File: config.mk
export PLATFORM = sky130hd
export DESIGN_NAME = pdvm_recip
export DESIGN_NICKNAME = d
export VERILOG_FILES = /design/src/design/pdvm_pkg.sv /design/src/design/pdvm_recip.sv
export SDC_FILE = /design/constraint.sdc
export NUM_CORES = 2
export LEC_CHECK = 0
export ABC_AREA = 0
export BUFFER_PORTS_ARGS = -buffer_cell sky130_fd_sc_hd__buf_2
export CORE_ASPECT_RATIO = 1.1
export CORE_MARGIN = 2
export CORE_UTILIZATION = 35
export DETAILED_ROUTE_END_ITERATION = 6
export HOLD_SLACK_MARGIN = 0.12
export PLACE_DENSITY = 0.57
export SLEW_MARGIN = 25
export SYNTH_ARGS = -nofsm -noshare
export SYNTH_HDL_FRONTEND = slang
export SYNTH_SLANG_ARGS = --single-unit
File: constraint.sdc
create_clock -name clk -period 17.36 [get_ports clk]
set_clock_uncertainty 0.05 [all_clocks]
set_input_delay 3.472 -clock clk [delete_from_list [all_inputs] [get_ports clk]]
set_output_delay 3.472 -clock clk [all_outputs]
set_load 0.05 [all_outputs]
File: src/design/pdvm_pkg.sv
package pdvm_pkg;
  localparam int FRAC_BITS_DEF = 16;
  localparam int WORD_W = 32;
  localparam int RHW_W = 31;
  localparam int VP_W = 14;
  localparam logic [VP_W-1:0] RESET_WIDTH = 14'd640;
  localparam logic [VP_W-1:0] RESET_HEIGHT = 14'd480;
  localparam logic CFG_WIDTH = 1'b0;
  localparam logic CFG_HEIGHT = 1'b1;

  typedef logic signed [WORD_W-1:0] word_t;

  function automatic word_t sat_word(input logic signed [79:0] v);
    word_t r;
    if (v > 80'sd2147483647) begin
      r = 32'sh7fffffff;
    end else if (v < -80'sd2147483648) begin
      r = 32'sh80000000;
    end else begin
      r = v[WORD_W-1:0];
    end
    return r;
  endfunction
endpackage

File: src/design/pdvm_recip.sv
module pdvm_recip #(
  parameter int FRAC_BITS = pdvm_pkg::FRAC_BITS_DEF
) (
  input  logic clk,
  input  logic advance,
  input  logic [30:0] den,
  output logic [pdvm_pkg::RHW_W-1:0] quot
);
  import pdvm_pkg::*;
  localparam int NW = 2 * FRAC_BITS + 1;
  localparam int QB = 2 * FRAC_BITS + 1;
  localparam int STEPS = 4;
  localparam int NST = (QB + STEPS - 1) / STEPS;
  localparam int QP = NST * STEPS;
  localparam int QW = (QP > RHW_W) ? QP : RHW_W + 1;

  logic [31:0] rem [0:NST];
  logic [QP-1:0] q [0:NST];
  logic [30:0] d [0:NST];
  logic [QW-1:0] q_fin;

  always_comb begin
    rem[0] = '0;
    q[0] = QP'(1) << (2 * FRAC_BITS);
    d[0] = den;
  end

  for (genvar s = 0; s < NST; s++) begin : g_st
    logic [31:0] r_next;
    logic [QP-1:0] q_next;
    always_comb begin
      logic [32:0] t;
      r_next = rem[s];
      q_next = q[s];
      for (int k = 0; k < STEPS; k++) begin
        t = {r_next, q_next[QP-1]};
        q_next = q_next << 1;
        if (t >= {2'b0, d[s]}) begin
          t = t - {2'b0, d[s]};
          q_next[0] = 1'b1;
        end
        r_next = t[31:0];
      end
    end
    always_ff @(posedge clk) begin
      if (advance) begin
        rem[s+1] <= r_next;
        q[s+1] <= q_next;
        d[s+1] <= d[s];
      end
    end
  end

  always_comb begin
    q_fin = QW'(q[NST]);
    if (q_fin[QW-1:RHW_W] != '0) begin
      quot = '1;
    end else begin
      quot = q_fin[RHW_W-1:0];
    end
  end
endmodule

==> results.sh <==
export IMPL_outcome="completed"
export IMPL_drive_gt1_share_pct=8.72
export IMPL_final_common_cell="ha_1"
export IMPL_die_y_um=525
export IMPL_post_cts_resized=0
export IMPL_dpl_cell_area_mm2=0.0906
export IMPL_timing_rr_end="rem[113]$_DFFE_PP_"
export IMPL_wire_per_inst_um=22.3
export IMPL_worst_pin_slew_ps=1070
export IMPL_nNetsFinal=11300
export IMPL_rrSetupSlack_ps=1450
export IMPL_port_buffers=63
export IMPL_max_freq_mhz=62.9
export IMPL_critPathArrivalTime_ps=16340
export IMPL_drtIter0Drc=6101
export IMPL_cts_root_buf="clkbuf_16"
export IMPL_synth_area_leaders="edfxtp_1 24%, ha_1 15%, a21oi_1 6.1%"
export IMPL_stdcell_count=13600
export IMPL_slew_viol_final=0
export IMPL_max_cap_violations=0
export IMPL_dp_hpwl_um=249000
export IMPL_final_hold_violation_count=0
export IMPL_grt_pass1_wl_um=455000
export IMPL_reg2reg_from="d[125]$_DFFE_PP_"
export IMPL_reg2reg_depth=52
export IMPL_core_area_mm2=0.246
export IMPL_grt_pass1_vias=76000
export IMPL_clock_latency_ps=770
export IMPL_worstPathRequired_ps=17790
export IMPL_synth_top_cell_area_share_pct=23.8
export IMPL_crit_fanout=43
export IMPL_startpoint_type="register"
export IMPL_vias=79400
export IMPL_drc_errors=0
export IMPL_avgSynthCellArea_um2=8.46
export IMPL_hp_start="g_st[4].q_next[6]$_DFFE_PP_"
export IMPL_hold_path_class="register to register"
export IMPL_ys_warn_count=0
export IMPL_postLayoutCoreUtil_pct=38.1
export IMPL_grt_overflow=0
export IMPL_die_w_um=478
export IMPL_clkSinkCount=684
export IMPL_first_pass_iters=6
export IMPL_yosysSeqAreaShare_pct=23.8
export IMPL_cp_slowest_stage_delay_ps=910
export IMPL_async_flop_share_pct=0
export IMPL_grtUsageTotal_pct=23.0
export IMPL_io_pins=64
export IMPL_cts_tree="built"
export IMPL_routabilityCongestion=0.983
export IMPL_grt_antenna_before_repair=9
export IMPL_row_count=191
export IMPL_synth_distinct_cells=116
export IMPL_syn2layout_area_growth_pct=8.37
export IMPL_worstSetupPathType="register to register"
export IMPL_holdPathEnd="g_st[5].q_next[10]$_DFFE_PP_"
export IMPL_dieArea_mm2=0.251
export IMPL_cts_setup_buffers=0
export IMPL_syn_area_mm2=0.0864
export IMPL_slowest_stage="edfxtp_1"
export IMPL_grt_max_degree=161
export IMPL_setup_tns_ps=0
export IMPL_clockBufferDepth=3
export IMPL_period_share_pct=91.6
export IMPL_start_util_pct=35.1
export IMPL_hold_buffers=0
export IMPL_vias_per_cell=5.85
export IMPL_cts_made_buffers=89
export IMPL_synth_seq_cells=684
export IMPL_synth_top_flop_cell="edfxtp_1"
export IMPL_period_needed_ps=15910
export IMPL_whs_path_depth=0
export IMPL_synth_edff_count=684
export IMPL_dp_cells=13400
export IMPL_grt_setup_unrepaired="no"
export IMPL_ant_nets=0
export IMPL_slew_headroom_pct=28.2
export IMPL_worstSetupEndpointType="register"
export IMPL_setup_viol_count_final=0
export IMPL_mostFrequentLayoutCells="1060 x ha_1, 1058 x a21oi_1, 720 x nor2_1"
export IMPL_wirelength_um=302000
export IMPL_synth_cells=10200
export IMPL_yosysTopAreaCell="edfxtp_1"
export IMPL_stdcell_area_mm2=0.0936
export IMPL_htree_levels=3
export IMPL_clk_pin_slew_ps=60
metal layers:
metal,track usage [%],vias to the layer above,share of wire [%]
li1,-,38300,-
met1,29.0,38000,43
met2,38.3,2514,46
met3,2.56,619,5.1
met4,12.8,4,6.3
met5,0,-,0.013
how the worst max path moves through the flow:
stage                                 from            endpoint  slack, ps  cells past startpoint
after detailed placement  d[125]$_DFFE_PP_  rem[113]$_DFFE_PP_       1570                     52
after CTS                 d[125]$_DFFE_PP_  rem[113]$_DFFE_PP_       1460                     52
after global routing      d[125]$_DFFE_PP_  rem[113]$_DFFE_PP_        650                     52
final                     d[125]$_DFFE_PP_  rem[113]$_DFFE_PP_       1450                     52
after floorplan                     den[1]  rem[260]$_DFFE_PP_       3540                     52
after global placement    d[125]$_DFFE_PP_  rem[113]$_DFFE_PP_       1630                     52
synth_stat cells (all sizes together), types with 105 or more instances:
master,instances
nand2,695
nand2b,160
clkbuf,182
ha,1060
nand4,156
nor3,212
mux2,438
edfxtp,684
o21a,152
a21oi,1063
inv,599
a211oi,105
o21ai,719
a21o,513
xnor2,597
and3,116
o21bai,162
xor2,297
nand3,227
nor2,727
cell families (layout without fill, tap and decap cells):
group	after synthesis	after routing	synth area share [%]
XOR/XNOR	894	894	9.06
AO/OA/AOI/OAI	3432	3432	25.5
adder cells (fa/ha/maj)	1069	1069	15.6
buffers and inverters	856	913	3.82
other	1	22	0.00434
multiplexers	511	511	6.68
AND/OR/NAND/NOR	2764	2764	15.6
flip-flops	684	684	23.8
sequential cells by signal, summed over array words and instances (netlist names):
signal and count:
d 248, g_st.q_next 144, q_fin 36, rem 256
critical path, delay by kind of cell (launching register included):
family	cells	cell delay, ps
AO/OA/AOI/OAI	27	7220
adder cells (fa/ha/maj)	4	1510
buffers and inverters	7	2550
flip-flops	1	910
multiplexers	4	1610
AND/OR/NAND/NOR	10	1760
cell type report:
type | instances | area (µm²)
Fill cell | 24900 | 152000
Multi-Input combinational cell | 8684 | 62700
Sequential cell | 684 | 20500
Tap cell | 3281 | 4110
Clock buffer | 110 | 2310
Inverter | 604 | 2270
Timing Repair Buffer | 147 | 981
Clock inverter | 52 | 701
Antenna cell | 8 | 20.0
metrics by stage:
step | hold WS [ps] | worst slack, ps
after detailed placement | 355 | 1570
after global placement | 351 | 1630
final | 365 | 1450
after global routing | 370 | 646
after CTS | 365 | 1460
after floorplan | 350 | 3540
Power is left out: the tool's default activity adds up to more than one toggle a clock period on the data nets, which glitch-free logic cannot reach.
